### src/rtl/fpcm_pkg.sv
// Shared constants, types and codes for the framed packet command matcher.
`timescale 1ns / 1ps

package fpcm_pkg;

  // Packet geometry
  localparam int PKT_BYTES = 8;
  localparam int BYTE_W    = 8;
  localparam int TMPL_W    = 64;
  localparam int POS_W     = $clog2(PKT_BYTES + 1);
  localparam int CNT_W     = $clog2(PKT_BYTES);
  localparam int CFG_IDX_W = 2;
  localparam int CODE_W    = 2;

  localparam logic [POS_W-1:0] LAST_POS  = POS_W'(PKT_BYTES - 1);
  localparam logic [POS_W-1:0] FIRST_POS = POS_W'(1);
  localparam logic [POS_W-1:0] IDLE_POS  = '0;
  localparam logic [CNT_W-1:0] LAST_CNT  = CNT_W'(PKT_BYTES - 1);

  // Result codes
  localparam logic [CODE_W-1:0] CODE_NONE = 2'd0;
  localparam logic [CODE_W-1:0] CODE_ONE  = 2'd1;
  localparam logic [CODE_W-1:0] CODE_TWO  = 2'd2;

  // Reset values of the configuration registers
  localparam logic [BYTE_W-1:0] START_RST = 8'h00;
  localparam logic [BYTE_W-1:0] END_RST   = 8'hFF;

  // Configuration register indexes
  typedef enum logic [CFG_IDX_W-1:0] {
    REG_START_BYTE,
    REG_END_BYTE,
    REG_TEMPLATE_ONE,
    REG_TEMPLATE_TWO
  } cfg_reg_t;

  // Control sequencer states
  typedef enum logic [1:0] {
    ST_COLLECT,
    ST_COMPARE,
    ST_LOAD
  } fsm_state_t;

  // Running match flags passed along the cell chain
  typedef struct packed {
    logic one;
    logic two;
  } match_t;

endpackage

### src/rtl/framed_packet_command_matcher_core.sv
// A completing end byte starts the compare sweep (ST_COMPARE), then ST_LOAD registers
// its result into the output register. One byte per cycle is taken while a frame fills;
// after the end byte the input stalls while the match flags ripple through the cell
// chain, and longer while a stalled result holds the output register.
// Reset: synchronous active-low rst_n sets start byte 0, end byte 0xFF, templates 0,
// idle fill position and an empty output register.
`timescale 1ns / 1ps

module framed_packet_command_matcher_core (
  input  logic                              clk,
  input  logic                              rst_n,
  // byte input
  input  logic                              in_valid,
  output logic                              in_stall,
  input  logic [fpcm_pkg::BYTE_W-1:0]       in_rx_byte,
  // result output
  output logic                              out_valid,
  input  logic                              out_stall,
  output logic [fpcm_pkg::CODE_W-1:0]       out_match_code,
  output logic                              out_command_flag,
  // configuration writes
  input  logic                              cfg_valid,
  output logic                              cfg_ready,
  input  logic [fpcm_pkg::CFG_IDX_W-1:0]    cfg_index,
  input  logic [fpcm_pkg::TMPL_W-1:0]       cfg_data
);
  import fpcm_pkg::*;

  // Configuration registers
  logic [BYTE_W-1:0] start_byte_r;
  logic [BYTE_W-1:0] end_byte_r;
  logic [TMPL_W-1:0] tmpl_one_r;
  logic [TMPL_W-1:0] tmpl_two_r;

  // Control state
  fsm_state_t        state_r, state_nxt;
  logic [POS_W-1:0]  pos_r, pos_nxt;
  logic [CNT_W-1:0]  cnt_r, cnt_nxt;
  logic              shift_en;
  logic              load_out;
  logic              in_fire;
  logic              is_start;
  logic              is_end;

  // Output register
  logic              out_valid_r;
  logic [CODE_W-1:0] out_code_r;
  logic [CODE_W-1:0] code_nxt;

  // Cell chain wiring
  logic [BYTE_W-1:0] chain_byte [PKT_BYTES+1];
  match_t            chain_match [PKT_BYTES+1];

  assign cfg_ready = 1'b1;

  // Configuration write
  always_ff @(posedge clk) begin
    if (!rst_n) begin
      start_byte_r <= START_RST;
      end_byte_r   <= END_RST;
      tmpl_one_r   <= '0;
      tmpl_two_r   <= '0;
    end else if (cfg_valid && cfg_ready) begin
      unique case (cfg_reg_t'(cfg_index))
        REG_START_BYTE:   start_byte_r <= cfg_data[BYTE_W-1:0];
        REG_END_BYTE:     end_byte_r   <= cfg_data[BYTE_W-1:0];
        REG_TEMPLATE_ONE: tmpl_one_r   <= cfg_data;
        REG_TEMPLATE_TWO: tmpl_two_r   <= cfg_data;
        default: ;
      endcase
    end
  end

  // Cell chain: new bytes enter at the top cell, flags start at cell 0
  assign chain_byte[PKT_BYTES] = in_rx_byte;
  assign chain_match[0]        = '{one: 1'b1, two: 1'b1};

  for (genvar k = 0; k < PKT_BYTES; k++) begin : g_cell
    fpcm_cell u_cell (
      .clk           (clk),
      .shift_en      (shift_en),
      .byte_in       (chain_byte[k+1]),
      .tmpl_one_byte (tmpl_one_r[k*BYTE_W +: BYTE_W]),
      .tmpl_two_byte (tmpl_two_r[k*BYTE_W +: BYTE_W]),
      .match_in      (chain_match[k]),
      .byte_out      (chain_byte[k]),
      .match_out     (chain_match[k+1])
    );
  end

  assign in_fire  = in_valid && !in_stall;
  assign is_start = (in_rx_byte == start_byte_r);
  assign is_end   = (in_rx_byte == end_byte_r);

  // State registers
  always_ff @(posedge clk) begin
    if (!rst_n) begin
      state_r <= ST_COLLECT;
      pos_r   <= IDLE_POS;
      cnt_r   <= '0;
    end else begin
      state_r <= state_nxt;
      pos_r   <= pos_nxt;
      cnt_r   <= cnt_nxt;
    end
  end

  // Next state: framing rules, then compare sweep, then result load
  always_comb begin
    state_nxt = state_r;
    pos_nxt   = pos_r;
    cnt_nxt   = cnt_r;
    shift_en  = 1'b0;
    load_out  = 1'b0;
    in_stall  = 1'b1;
    unique case (state_r)
      ST_COLLECT: begin
        in_stall = 1'b0;
        if (in_fire) begin
          priority if (is_start) begin
            shift_en = 1'b1;
            pos_nxt  = FIRST_POS;
          end else if (is_end && pos_r == LAST_POS) begin
            shift_en  = 1'b1;
            pos_nxt   = IDLE_POS;
            cnt_nxt   = '0;
            state_nxt = ST_COMPARE;
          end else if (is_end && pos_r < LAST_POS) begin
            pos_nxt = IDLE_POS;
          end else if (pos_r > LAST_POS) begin
            pos_nxt = IDLE_POS;
          end else if (pos_r != IDLE_POS) begin
            shift_en = 1'b1;
            pos_nxt  = pos_r + FIRST_POS;
          end else begin
            pos_nxt = pos_r;
          end
        end
      end
      ST_COMPARE: begin
        // flags pass through every cell register to reach the chain end
        cnt_nxt = cnt_r + CNT_W'(1);
        if (cnt_r == LAST_CNT) begin
          state_nxt = ST_LOAD;
        end
      end
      ST_LOAD: begin
        if (!out_valid_r || !out_stall) begin
          load_out  = 1'b1;
          state_nxt = ST_COLLECT;
        end
      end
      default: begin
        state_nxt = ST_COLLECT;
      end
    endcase
  end

  // First template wins when both match
  always_comb begin
    priority if (chain_match[PKT_BYTES].one) begin
      code_nxt = CODE_ONE;
    end else if (chain_match[PKT_BYTES].two) begin
      code_nxt = CODE_TWO;
    end else begin
      code_nxt = CODE_NONE;
    end
  end

  // Output register
  always_ff @(posedge clk) begin
    if (!rst_n) begin
      out_valid_r <= 1'b0;
    end else if (load_out) begin
      out_valid_r <= 1'b1;
    end else if (out_valid_r && !out_stall) begin
      out_valid_r <= 1'b0;
    end
  end

  always_ff @(posedge clk) begin
    if (load_out) begin
      out_code_r <= code_nxt;
    end
  end

  assign out_valid        = out_valid_r;
  assign out_match_code   = out_code_r;
  assign out_command_flag = (out_code_r != CODE_NONE);

endmodule

### src/rtl/fpcm_cell.sv
// One frame buffer cell: holds a byte and extends the running template match.
`timescale 1ns / 1ps

module fpcm_cell (
  input  logic                          clk,
  input  logic                          shift_en,
  input  logic [fpcm_pkg::BYTE_W-1:0]   byte_in,
  input  logic [fpcm_pkg::BYTE_W-1:0]   tmpl_one_byte,
  input  logic [fpcm_pkg::BYTE_W-1:0]   tmpl_two_byte,
  input  fpcm_pkg::match_t              match_in,
  output logic [fpcm_pkg::BYTE_W-1:0]   byte_out,
  output fpcm_pkg::match_t              match_out
);
  import fpcm_pkg::*;

  logic [BYTE_W-1:0] byte_r;
  match_t            match_r;
  match_t            match_nxt;

  // Match flags ripple one cell per cycle
  always_comb begin
    match_nxt.one = match_in.one & (byte_r == tmpl_one_byte);
    match_nxt.two = match_in.two & (byte_r == tmpl_two_byte);
  end

  // Byte moves toward cell 0 on every store
  always_ff @(posedge clk) begin
    if (shift_en) begin
      byte_r <= byte_in;
    end
    match_r <= match_nxt;
  end

  assign byte_out  = byte_r;
  assign match_out = match_r;

endmodule

### config.mk
export PLATFORM = sky130hd
export DESIGN_NAME = framed_packet_command_matcher_core
export DESIGN_NICKNAME = d
export VERILOG_FILES = /design/src/rtl/fpcm_pkg.sv /design/src/rtl/framed_packet_command_matcher_core.sv /design/src/rtl/fpcm_cell.sv
export SDC_FILE = /design/constraint.sdc
export NUM_CORES = 1
export LEC_CHECK = 0
export BUFFER_PORTS_ARGS = -buffer_cell sky130_fd_sc_hd__buf_2
export CAP_MARGIN = 20
export CORE_AREA = 10 10 145 147
export CTS_BUF_LIST = sky130_fd_sc_hd__clkbuf_16
export DETAILED_ROUTE_END_ITERATION = 16
export DIE_AREA = 0 0 155 157
export PLACE_DENSITY = 0.7
export SETUP_SLACK_MARGIN = 0.5
export SLEW_MARGIN = 20
export SYNTH_ARGS = -nofsm -noshare
export SYNTH_HDL_FRONTEND = slang
export SYNTH_SLANG_ARGS = --single-unit
### constraint.sdc
create_clock -name clk -period 4.8 [get_ports clk]
set_clock_uncertainty 0.1 [all_clocks]
set_input_delay 0.48 -clock clk [delete_from_list [all_inputs] [get_ports clk]]
set_output_delay 0.48 -clock clk [all_outputs]
set_load 0.01 [all_outputs]
==> results.cfg, run 1 <==
[outcome]
run_status = finished, final reports clean

[clocking]
worstSkewPairLatency_ps = 510
clock_sinks = 236
post_cts_resize_count = 0
post_cts.repair.setup_buffers = 0
cts.clk_slew.worst_paths_ps = 60
cts_max_path_buffers = 3
cts_made_buffers = 25
cts_root_buffer = sky130_fd_sc_hd__clkbuf_16
h-tree-depth = 1
cts.hold.buffers_added = 0
cts_tree = yes

[cells_and_area]
drive_above_1_share_pct = 13.7
fin_nets = 1127
filler_cell_count = 1568
flow.area_growth_from_synthesis_pct = 16.5
antenna_cells = 0
layoutNonFillerInstCount = 1296
final_core_utilization_pct = 59.9

[worst_setup_path]
crit-reg2reg-capture = g_cell[7].u_cell.byte_out[0]$_DFFE_PP_
r2r-start = pos_r[0]$_SDFFE_PN0P_
setup.worst_path.start_class = flop
top_fanout_value_on_the_critical_path = 38
critical_path_class = reg2reg
crit_arrival_ps = 2760
critical_path.endpoint_type = flop
setup.reg_to_reg.worst_slack_ps = 2150
worst-endpoint-required_ps = 4900
worstRegToRegCells = 7

[synth]
synthFlopType = sky130_fd_sc_hd__dfxtp_1
ys_async_rst_share_pct = 0
syn_nets = 1056
number_of_synthesized_flops_with_an_enable_pin = 66
synth_sequential_area_ratio_pct = 57.1
postSynthCellCount = 973
synth.ff_latch_count = 236
syn-cell-area_sq_mm = 0.00943
yosys.cell_types.count = 40
average_cell_area_after_synthesis_sq_um = 9.69
synthesis.yosys.warnings = 0

[placed_design]
detailed_place_hpwl_mm = 14.3
numPortBuffers = 83
routabilityCongestion = 0.807
dp.cells = 1250

[global_route]
globalRouteTotalUtil_pct = 17.0
global_route_met3_utilization_pct = 2.92
antenna_found_initial = 0
globalRouteMet1Util_pct = 23.7
grt-ovfl-total = 0
via_count_of_the_first_global_routing_pass = 6587
grt_start_max_net_pins = 107
grt_first_pass_wirelength_mm = 34.2
grt_use_met2_pct = 26.9
grt-busiest-layer = met2

[routing]
first_pass_iters = 5
wl_per_cell_microns = 16.3
drt-vias-per-instance = 5.24
finalWirelength_mm = 21.2
detail_route.drc_violations = 0
via_count = 6788
drt-initial-drc-count = 447
ant_nets = 0

[timing]
tightestPinTransition_ps = 877
unrepaired_setup_endpoints_after_global_routing = false
timing.slew.headroom_pct = 41.5
achievable-frequency_mhz = 377
maxSlewViolCount = 0
final_min_period_over_clock_period_pct = 55.3
setup_tns_ps = 0
report.final.hold_viol_count = 0
setup_viol = 0
finalCriticalPeriod_ps = 2650

[worst_hold_path]
hold_class = in2reg
min-delay-start = in_rx_byte[6]
worstHoldPathCells = 1
holdPathEnd = g_cell[7].u_cell.byte_out[6]$_DFFE_PP_

[run]
max_cap_viol_count = 0

[power_and_ir_drop]
power.density_mw_per_mm2 = 425
power_leakage_nw = 3.99
peakVddDrop_v = 0.000327

[floorplanning]
design.core.area_sq_mm = 0.0183
die_height_microns = 157
die_x_microns = 155
io_pins = 85
design.die.area_sq_mm = 0.0243
fp-row-count = 50
initial_core_util_pct = 51.4
## cells by family (layout without fill, tap and decap cells)
| kind of cell | count (synthesis) | in the layout | share of synthesized area [%] |
|---|---|---|---|
| mux | 10 | 10 | 1.09 |
| simple gates | 380 | 380 | 17.6 |
| other cells | 1 | 1 | 0.0398 |
| buf+inv | 51 | 140 | 2.22 |
| fa+ha+maj | 4 | 4 | 0.531 |
| xor+xnor | 144 | 144 | 13.4 |
| compound gates | 147 | 147 | 8.06 |
| flops | 236 | 236 | 57.1 |
## routing by layer
layer	part of all wire, %	wire length (microns)
met4	1.9	395
met2	46	9740
met1	47	9860
met5	0	0
met3	5.6	1190
## power by group
group,total [mW],internal (mW),switching (mW)
Combinational,0.306,0.127,0.179
Clock,2.14,1.36,0.785
Sequential,2.22,2.14,0.0758
Total,4.67,3.63,1.04
## layout by cell type (no fill, tap or decap), types with 17 or more instances in the layout
cell	n
sky130_fd_sc_hd__a21oi_1	136
sky130_fd_sc_hd__buf_2	83
sky130_fd_sc_hd__clkbuf_16	26
sky130_fd_sc_hd__dfxtp_1	170
sky130_fd_sc_hd__edfxtp_1	66
sky130_fd_sc_hd__nand2_1	281
sky130_fd_sc_hd__nand4_1	17
sky130_fd_sc_hd__nor4_1	18
sky130_fd_sc_hd__xnor2_1	78
sky130_fd_sc_hd__xor2_1	66
## worst max-delay path, stage by stage (launching register included)
cell                       delay, ps
sky130_fd_sc_hd__dfxtp_1         400
sky130_fd_sc_hd__inv_1            80
sky130_fd_sc_hd__ha_1            210
sky130_fd_sc_hd__nor2b_1         190
sky130_fd_sc_hd__a21boi_0        150
sky130_fd_sc_hd__o31a_1          290
sky130_fd_sc_hd__nor2_4          600
sky130_fd_sc_hd__buf_12          310
## through the flow
step	worst slack [ps]	power [mW]	hold WS, ps	area [sq um]
5_1_grt	1960	4.83	94.3	11000
2_1_floorplan	1290	2.44	309	9430
6_report	2150	4.67	98.5	11000
4_1_cts	2140	4.70	87.5	11000
3_5_place_dp	1880	2.57	341	10000
3_3_place_gp	1930	2.56	315	10000
## how the worst max path moves through the flow
stage | startpoint | to | cells past startpoint
2_1_floorplan | in_rx_byte[5] | g_cell[0].u_cell.byte_out[0]$_DFFE_PP_ | 5
3_3_place_gp | in_rx_byte[5] | g_cell[6].u_cell.byte_out[3]$_DFFE_PP_ | 7
3_5_place_dp | in_rx_byte[5] | g_cell[6].u_cell.byte_out[3]$_DFFE_PP_ | 7
4_1_cts | end_byte_r[3]$_SDFFE_PN1P_ | g_cell[6].u_cell.byte_out[7]$_DFFE_PP_ | 6
5_1_grt | end_byte_r[5]$_SDFFE_PN1P_ | g_cell[4].u_cell.byte_out[0]$_DFFE_PP_ | 6
6_report | pos_r[0]$_SDFFE_PN0P_ | g_cell[7].u_cell.byte_out[0]$_DFFE_PP_ | 7
## state kept, by name, summed over array words and instances, names as in the netlist
| signal | cells |
|---|---|
| out_match_code | 2 |
| start_byte_r | 8 |
| end_byte_r | 8 |
| pos_r | 4 |
| g_cell.u_cell.byte_out | 64 |
| tmpl_one_r | 64 |
| cnt_r | 3 |
| state_r | 2 |
| g_cell.u_cell.match_out | 16 |
| tmpl_two_r | 64 |
| out_valid | 1 |
## synthesized netlist by cell type (2+ instances only)
library cell | number | area (sq um)
sky130_fd_sc_hd__mux2_2 | 2 | 22.5
sky130_fd_sc_hd__inv_1 | 4 | 15.0
sky130_fd_sc_hd__nand4_1 | 17 | 106
sky130_fd_sc_hd__xor2_1 | 66 | 578
sky130_fd_sc_hd__nand2b_1 | 2 | 12.5
sky130_fd_sc_hd__a211oi_1 | 2 | 15.0
sky130_fd_sc_hd__buf_1 | 8 | 30.0
sky130_fd_sc_hd__nor2b_1 | 3 | 18.8
sky130_fd_sc_hd__nand2_1 | 281 | 1050
sky130_fd_sc_hd__buf_2 | 10 | 50.1
sky130_fd_sc_hd__nand3_1 | 17 | 85.1
sky130_fd_sc_hd__and3_1 | 11 | 68.8
sky130_fd_sc_hd__clkbuf_1 | 26 | 97.6
sky130_fd_sc_hd__ha_1 | 4 | 50.1
sky130_fd_sc_hd__nor4_4 | 2 | 42.5
sky130_fd_sc_hd__nor2_1 | 16 | 60.1
sky130_fd_sc_hd__a31oi_1 | 4 | 25.0
sky130_fd_sc_hd__or2_2 | 4 | 25.0
sky130_fd_sc_hd__nor4_1 | 18 | 113
sky130_fd_sc_hd__nor3b_1 | 3 | 22.5
sky130_fd_sc_hd__edfxtp_1 | 66 | 1980
sky130_fd_sc_hd__dfxtp_1 | 170 | 3400
sky130_fd_sc_hd__a21oi_1 | 136 | 681
sky130_fd_sc_hd__xnor2_1 | 78 | 683
sky130_fd_sc_hd__mux2i_1 | 8 | 80.1
## layout make-up
type	count	area (sq um)	area share, %
inverters	5	23.8	0.216
multi-input cells	686	3860	35.2
well taps	234	293	2.67
repair buffers	90	493	4.49
clock inverters	19	277	2.52
flip-flops and latches	236	5390	49.0
clock buffers	26	651	5.92
No activity file was read; power rests on OpenSTA's default activity.
==> run 2: changes to the inputs <==
Settings changed: ABC_AREA set to 1, CORE_AREA 10 10 145 147 to 10 10 147 149, DIE_AREA 0 0 155 157 to 0 0 157 159.
Clock period 4.8 ns to 2.3 ns, I/O delays scaled along.
==> results.cfg, run 2 <==
[outcome]
run_status = finished, final reports clean

[synth]
netlist.top_cell.by_area = sky130_fd_sc_hd__dfxtp_1
postSynthCellCount = 1088
synth_sequential_area_ratio_pct = 55.6
synth.ff_latch_count = 236
synthesis.yosys.warnings = 0
average_cell_area_after_synthesis_sq_um = 8.91
area_share_of_and_or_nand_nor_cells_after_synthesis_pct = 16.8
number_of_synthesized_flops_with_an_enable_pin = 66
synth_top_family_by_area = simple AND/OR/NAND/NOR gates
synth_mux_area_share_pct = 0
synth_compound_gate_area_share_pct = 14.9
synth_largest_type_area_fraction_pct = 35.1
synthFlopType = sky130_fd_sc_hd__dfxtp_1
ys_async_rst_share_pct = 0
yosys.cell_types.count = 38
synth_xor_area_share_pct = 6.42
syn_nets = 1171
syn-cell-area_sq_mm = 0.00969
adder_cell_fraction_of_synth_area_pct = 0.516
synth.area.top_cells = sky130_fd_sc_hd__dfxtp_1 35%, sky130_fd_sc_hd__edfxtp_1 20%, sky130_fd_sc_hd__o21ai_0 6.0%
ys_top_cells_by_count = 170 x sky130_fd_sc_hd__dfxtp_1, 146 x sky130_fd_sc_hd__nor2_1, 116 x sky130_fd_sc_hd__nand2_1, 116 x sky130_fd_sc_hd__o21ai_0, 99 x sky130_fd_sc_hd__a21oi_1
synth.most_common_cell = sky130_fd_sc_hd__dfxtp_1

[routing]
finalWirelength_mm = 25.1
drt-initial-drc-count = 743
drt-vias-per-instance = 5.40
ant_nets = 0
wl_per_cell_microns = 16.6
detail_route.drc_violations = 0
via_count = 8142
first_pass_iters = 5

[worst_setup_path]
setup.reg_to_reg.worst_slack_ps = 450
critical_path_class = reg2reg
crit-reg2reg-capture = g_cell[7].u_cell.byte_out[7]$_DFFE_PP_
worstRegToRegCells = 10
setup.worst_path.start_class = flop
worst-endpoint-required_ps = 2440
crit_arrival_ps = 1990
top_fanout_value_on_the_critical_path = 8
r2r-start = pos_r[0]$_SDFFE_PN0P_
critical_path.endpoint_type = flop

[placed_design]
dp.cells = 1372
detailed_place_hpwl_mm = 16.3
placement.cell_area_sq_mm = 0.0104
numPortBuffers = 83
routabilityCongestion = 0.856

[clocking]
worstSkewPairLatency_ps = 530
h-tree-depth = 1
cts.clk_slew.worst_paths_ps = 60
cts_tree = yes
cts_root_buffer = sky130_fd_sc_hd__clkbuf_16
cts_made_buffers = 25
cts_max_path_buffers = 3
clock_sinks = 236

[timing]
final_min_period_over_clock_period_pct = 80.2
finalCriticalPeriod_ps = 1850
unrepaired_setup_endpoints_after_global_routing = true
achievable-frequency_mhz = 542
maxSlewViolCount = 0
timing.slew.headroom_pct = 59.0
setup_tns_ps = 0
report.final.hold_viol_count = 0
tightestPinTransition_ps = 615
setup_viol = 0

[power_and_ir_drop]
peakVddDrop_v = 0.000557
power.density_mw_per_mm2 = 922
power_leakage_nw = 4.99
power_mw = 11.3

[cells_and_area]
mostFrequentLayoutCells = 167 x sky130_fd_sc_hd__dfxtp_1, 143 x sky130_fd_sc_hd__nor2_1, 116 x sky130_fd_sc_hd__o21ai_0
layoutNonFillerInstCount = 1507
final_core_utilization_pct = 66.1
flow.area_growth_from_synthesis_pct = 26.7
antenna_cells = 0
area.sequential_sq_mm = 0.00539
fin_nets = 1337
filler_cell_count = 1467
footprint_of_the_multi_input_gates_sq_mm = 0.00379
leading_cell_type_in_the_layout_fill_and_taps_excluded = sky130_fd_sc_hd__dfxtp_1
finish.instance_area_sq_mm = 0.0123
drive_above_1_share_pct = 15.3

[floorplanning]
die_height_microns = 159
design.die.area_sq_mm = 0.0250
initial_core_util_pct = 52.2
design.core.area_sq_mm = 0.0186
io_pins = 85
die_x_microns = 157
fp-row-count = 50

[worst_hold_path]
min-delay-start = rst_n
hold_class = in2reg
holdPathEnd = state_r[1]$_SDFFE_PN0P_
worstHoldPathCells = 3

[run]
max_cap_viol_count = 0

[global_route]
grt_start_max_net_pins = 58
via_count_of_the_first_global_routing_pass = 7929
antenna_found_initial = 0
grt-ovfl-total = 0
globalRouteTotalUtil_pct = 19.3
grt_first_pass_wirelength_mm = 40.3
==> run 2: cell count changes after synthesis, moves of 7 or more <==
cell and change:
sky130_fd_sc_hd__nand2_1 -165, sky130_fd_sc_hd__nor2_1 +130, sky130_fd_sc_hd__o21ai_0 +115, sky130_fd_sc_hd__inv_1 +83, sky130_fd_sc_hd__xnor2_1 -57, sky130_fd_sc_hd__nand3_1 +40, sky130_fd_sc_hd__a21oi_1 -37, sky130_fd_sc_hd__o22ai_1 +21
sky130_fd_sc_hd__xor2_1 -16, sky130_fd_sc_hd__a221oi_1 +12, sky130_fd_sc_hd__and3_1 -11, sky130_fd_sc_hd__nand4_1 -9, sky130_fd_sc_hd__mux2i_1 -8, sky130_fd_sc_hd__buf_1 -7
==> run 2: stage by stage <==
step | hold slack [ps] | setup WS, ps
floorplan | 229 | -167
global placement | 335 | 488
detailed placement | 346 | 496
CTS | 103 | 498
global route | 125 | 405
finish | 114 | 455
==> run 2: worst max-delay path by stage <==
stage                           from                                endpoint  depth (start not counted)
6_report       pos_r[0]$_SDFFE_PN0P_  g_cell[7].u_cell.byte_out[7]$_DFFE_PP_                         10
5_1_grt        pos_r[0]$_SDFFE_PN0P_  g_cell[7].u_cell.byte_out[7]$_DFFE_PP_                         10
4_1_cts        pos_r[1]$_SDFFE_PN0P_  g_cell[2].u_cell.byte_out[2]$_DFFE_PP_                          9
3_5_place_dp   pos_r[3]$_SDFFE_PN0P_  g_cell[6].u_cell.byte_out[5]$_DFFE_PP_                          8
3_3_place_gp           in_rx_byte[2]  g_cell[4].u_cell.byte_out[5]$_DFFE_PP_                          7
2_1_floorplan  pos_r[0]$_SDFFE_PN0P_  g_cell[0].u_cell.byte_out[0]$_DFFE_PP_                          7
==> run 2: critical path: stages, from the launching register on <==
cell and delay, ps:
sky130_fd_sc_hd__dfxtp_4 380, sky130_fd_sc_hd__ha_4 150, sky130_fd_sc_hd__inv_2 40, sky130_fd_sc_hd__nor2_4 90, sky130_fd_sc_hd__nor2_2 50, sky130_fd_sc_hd__nand3_2 90, sky130_fd_sc_hd__nand3_2 90, sky130_fd_sc_hd__a21oi_4 200
sky130_fd_sc_hd__buf_12 150, sky130_fd_sc_hd__buf_12 100, sky130_fd_sc_hd__buf_16 120
==> run 2: final cells by class <==
type,instances,area share (%)
flip-flops and latches,236,43.9
multi-input cells,710,30.9
repair buffers,188,12.6
clock buffers,27,5.50
inverters,93,2.84
well taps,234,2.39
clock inverters,19,1.84
==> run 2: what timing repair did <==
action | 4_1_cts | 5_1_grt
pin swaps | 3 | 4
cloned | 2 | 2
hold buffers | 74 | 0
gates resized for setup | 6 | 9
endpoints found under the hold margin | 156 | 0
buffers inserted | 9 | 2
setup endpoints to repair | 50 | 57
==> run 2: logic make-up (layout without fill, tap and decap cells) <==
group	Yosys count	after routing
AOI/OAI and AO/OA	265	265
xor gates and xnor gates	71	71
adders and majority gates	4	4
buffers and inverters	142	327
DFF	236	236
other	1	1
and+or+nand+nor	369	369
==> run 2: per-layer routing <==
metal / global-route usage [%] / up-vias / wire (microns)
met1: 25.6 / 3829 / 10900
met4: 4.85 / 0 / 472
met2: 32.0 / 266 / 12100
met5: 0 / - / 0
li1: - / 4001 / -
met3: 3.13 / 46 / 1540
==> run 2: where the power goes <==
| part | leakage (nW) | internal [mW] | switching [mW] |
|---|---|---|---|
| clock network | 0.447 | 2.69 | 1.67 |
| logic | 2.55 | 0.808 | 0.939 |
| registers | 1.99 | 4.82 | 0.396 |
| total | 4.99 | 8.31 | 3.00 |
==> run 3: changes to the inputs <==
Settings changed: CORE_AREA 10 10 147 149 to 10 10 141 143, DIE_AREA 0 0 157 159 to 0 0 151 153, PLACE_DENSITY 0.7 to 0.73.
Clock period 2.3 ns to 1.8 ns, I/O delays scaled along.
==> results.cfg, run 3 (synthesized netlist as in run 2, its figures left out) <==
[timing]
unrepaired_setup_endpoints_after_global_routing = true
setup_viol = 49
finalCriticalPeriod_ps = 1830
report.final.hold_viol_count = 0
achievable-frequency_mhz = 546
final_min_period_over_clock_period_pct = 102
maxSlewViolCount = 0
pnr_worst_setup_slack_ps = -30.1

[routing]
wl_per_cell_microns = 17.5
first_pass_iters = 6
drt-initial-drc-count = 638
ant_nets = 0
via_count = 8551
detail_route.drc_violations = 0
finalWirelength_mm = 27.0
drt-vias-per-instance = 5.55

[floorplanning]
design.die.area_sq_mm = 0.0231
io_pins = 85
die_height_microns = 153
fp-row-count = 48
initial_core_util_pct = 56.8
die_x_microns = 151
design.core.area_sq_mm = 0.0171

[global_route]
globalRouteTotalUtil_pct = 22.0
grt_start_max_net_pins = 61
grt_first_pass_wirelength_mm = 42.0
antenna_found_initial = 1
via_count_of_the_first_global_routing_pass = 8401
grt-ovfl-total = 0

[run]
max_cap_viol_count = 0

[clocking]
cts_made_buffers = 25
cts_root_buffer = sky130_fd_sc_hd__clkbuf_16
cts_max_path_buffers = 3
cts.clk_slew.worst_paths_ps = 60
cts_tree = yes
h-tree-depth = 1
worstSkewPairLatency_ps = 520
clock_sinks = 236

[cells_and_area]
leading_cell_type_in_the_layout_fill_and_taps_excluded = sky130_fd_sc_hd__dfxtp_1
final_core_utilization_pct = 75.4
fin_nets = 1379
drive_above_1_share_pct = 23.6
flow.area_growth_from_synthesis_pct = 32.8
finish.instance_area_sq_mm = 0.0129
mostFrequentLayoutCells = 156 x sky130_fd_sc_hd__dfxtp_1, 143 x sky130_fd_sc_hd__nor2_1, 110 x sky130_fd_sc_hd__nand2_1

[placed_design]
routabilityCongestion = 0.899
placement.cell_area_sq_mm = 0.0105
numPortBuffers = 83
detailed_place_hpwl_mm = 16.2

[worst_setup_path]
top_fanout_value_on_the_critical_path = 5
crit_arrival_ps = 1970
critical_path_class = reg2reg
critical_path.endpoint_type = flop
setup.reg_to_reg.worst_slack_ps = -30
r2r-start = start_byte_r[4]$_SDFFE_PN0P_
setup.worst_path.start_class = flop
worst-endpoint-required_ps = 1940
setup.worst_path.start = start_byte_r[4]$_SDFFE_PN0P_

[outcome]
run_status = finished with violations
failing_checks = setup timing

[power_and_ir_drop]
peakVddDrop_v = 0.000809
power_mw = 14.5
power_leakage_nw = 5.26
power.density_mw_per_mm2 = 1130

[worst_hold_path]
hold_class = in2reg
min-delay-start = in_valid
run 3: cell types whose count changed in the layout (fill, tap and decap cells not counted), sizes merged:
cell and change:
buf +41, inv +1, clkinv +3, bufinv -2
clkbuf -1, diode +1
run 3: per-layer routing:
metal	vias to the layer above	wire (microns)	part of all wire (%)	global-route usage (%)
met3	68	1900	7.0	3.69
met4	0	681	2.5	7.06
met2	340	13300	49	36.8
li1	4102	-	-	-
met5	-	0	0	0
met1	4041	11100	41	28.3
run 3: final cells by class:
class                      count  area, sq um
antenna                        1         2.50
clock buffer                  25          626
clock inverter                21          188
fill                        1147         4190
inverter                      93          352
multi-input combinational    710         4090
sequential                   236         5410
tap                          225          282
timing repair buffer         230         1920
run 3: worst paths after layout:
check / endpoint / depth (start not counted)
max: g_cell[2].u_cell.byte_out[7]$_DFFE_PP_ / 7
min: pos_r[2]$_SDFFE_PN0P_ / 6
max reg2reg: g_cell[2].u_cell.byte_out[7]$_DFFE_PP_ / 7
min reg2reg: g_cell[0].u_cell.byte_out[3]$_DFFE_PP_ / 0
run 3: report_power, final:
group	switching, mW	internal [mW]
Combinational	1.42	1.32
Sequential	0.492	6.16
Clock	2.13	2.97
run 3: metrics by stage:
step	TNS [ps]	hold WS, ps	cells	setup WS (ps)
6_report	-435	57.1	1541	-30.1
5_1_grt	-2080	85.1	1541	-52.1
4_1_cts	0	52.6	1524	89.9
3_5_place_dp	0	315	1373	53.7
3_3_place_gp	0	311	1373	75.9
2_1_floorplan	-42670	179	1088	-667
run 3: critical path, cell delays in order (launching register included):
cell	delay [ps]
sky130_fd_sc_hd__dfxtp_1	330
sky130_fd_sc_hd__xnor2_1	230
sky130_fd_sc_hd__nand2_1	100
sky130_fd_sc_hd__nor2_2	110
sky130_fd_sc_hd__nand3_2	120
sky130_fd_sc_hd__a21oi_4	220
sky130_fd_sc_hd__buf_6	170
sky130_fd_sc_hd__clkbuf_16	150
run 3: what timing repair did:
item,CTS,global route
endpoints found under the setup margin,90,92
hold buffers,74,0
pin swaps,13,19
resized for setup,53,64
gates cloned,3,3
buffers inserted,28,13
endpoints found under the hold margin,155,0
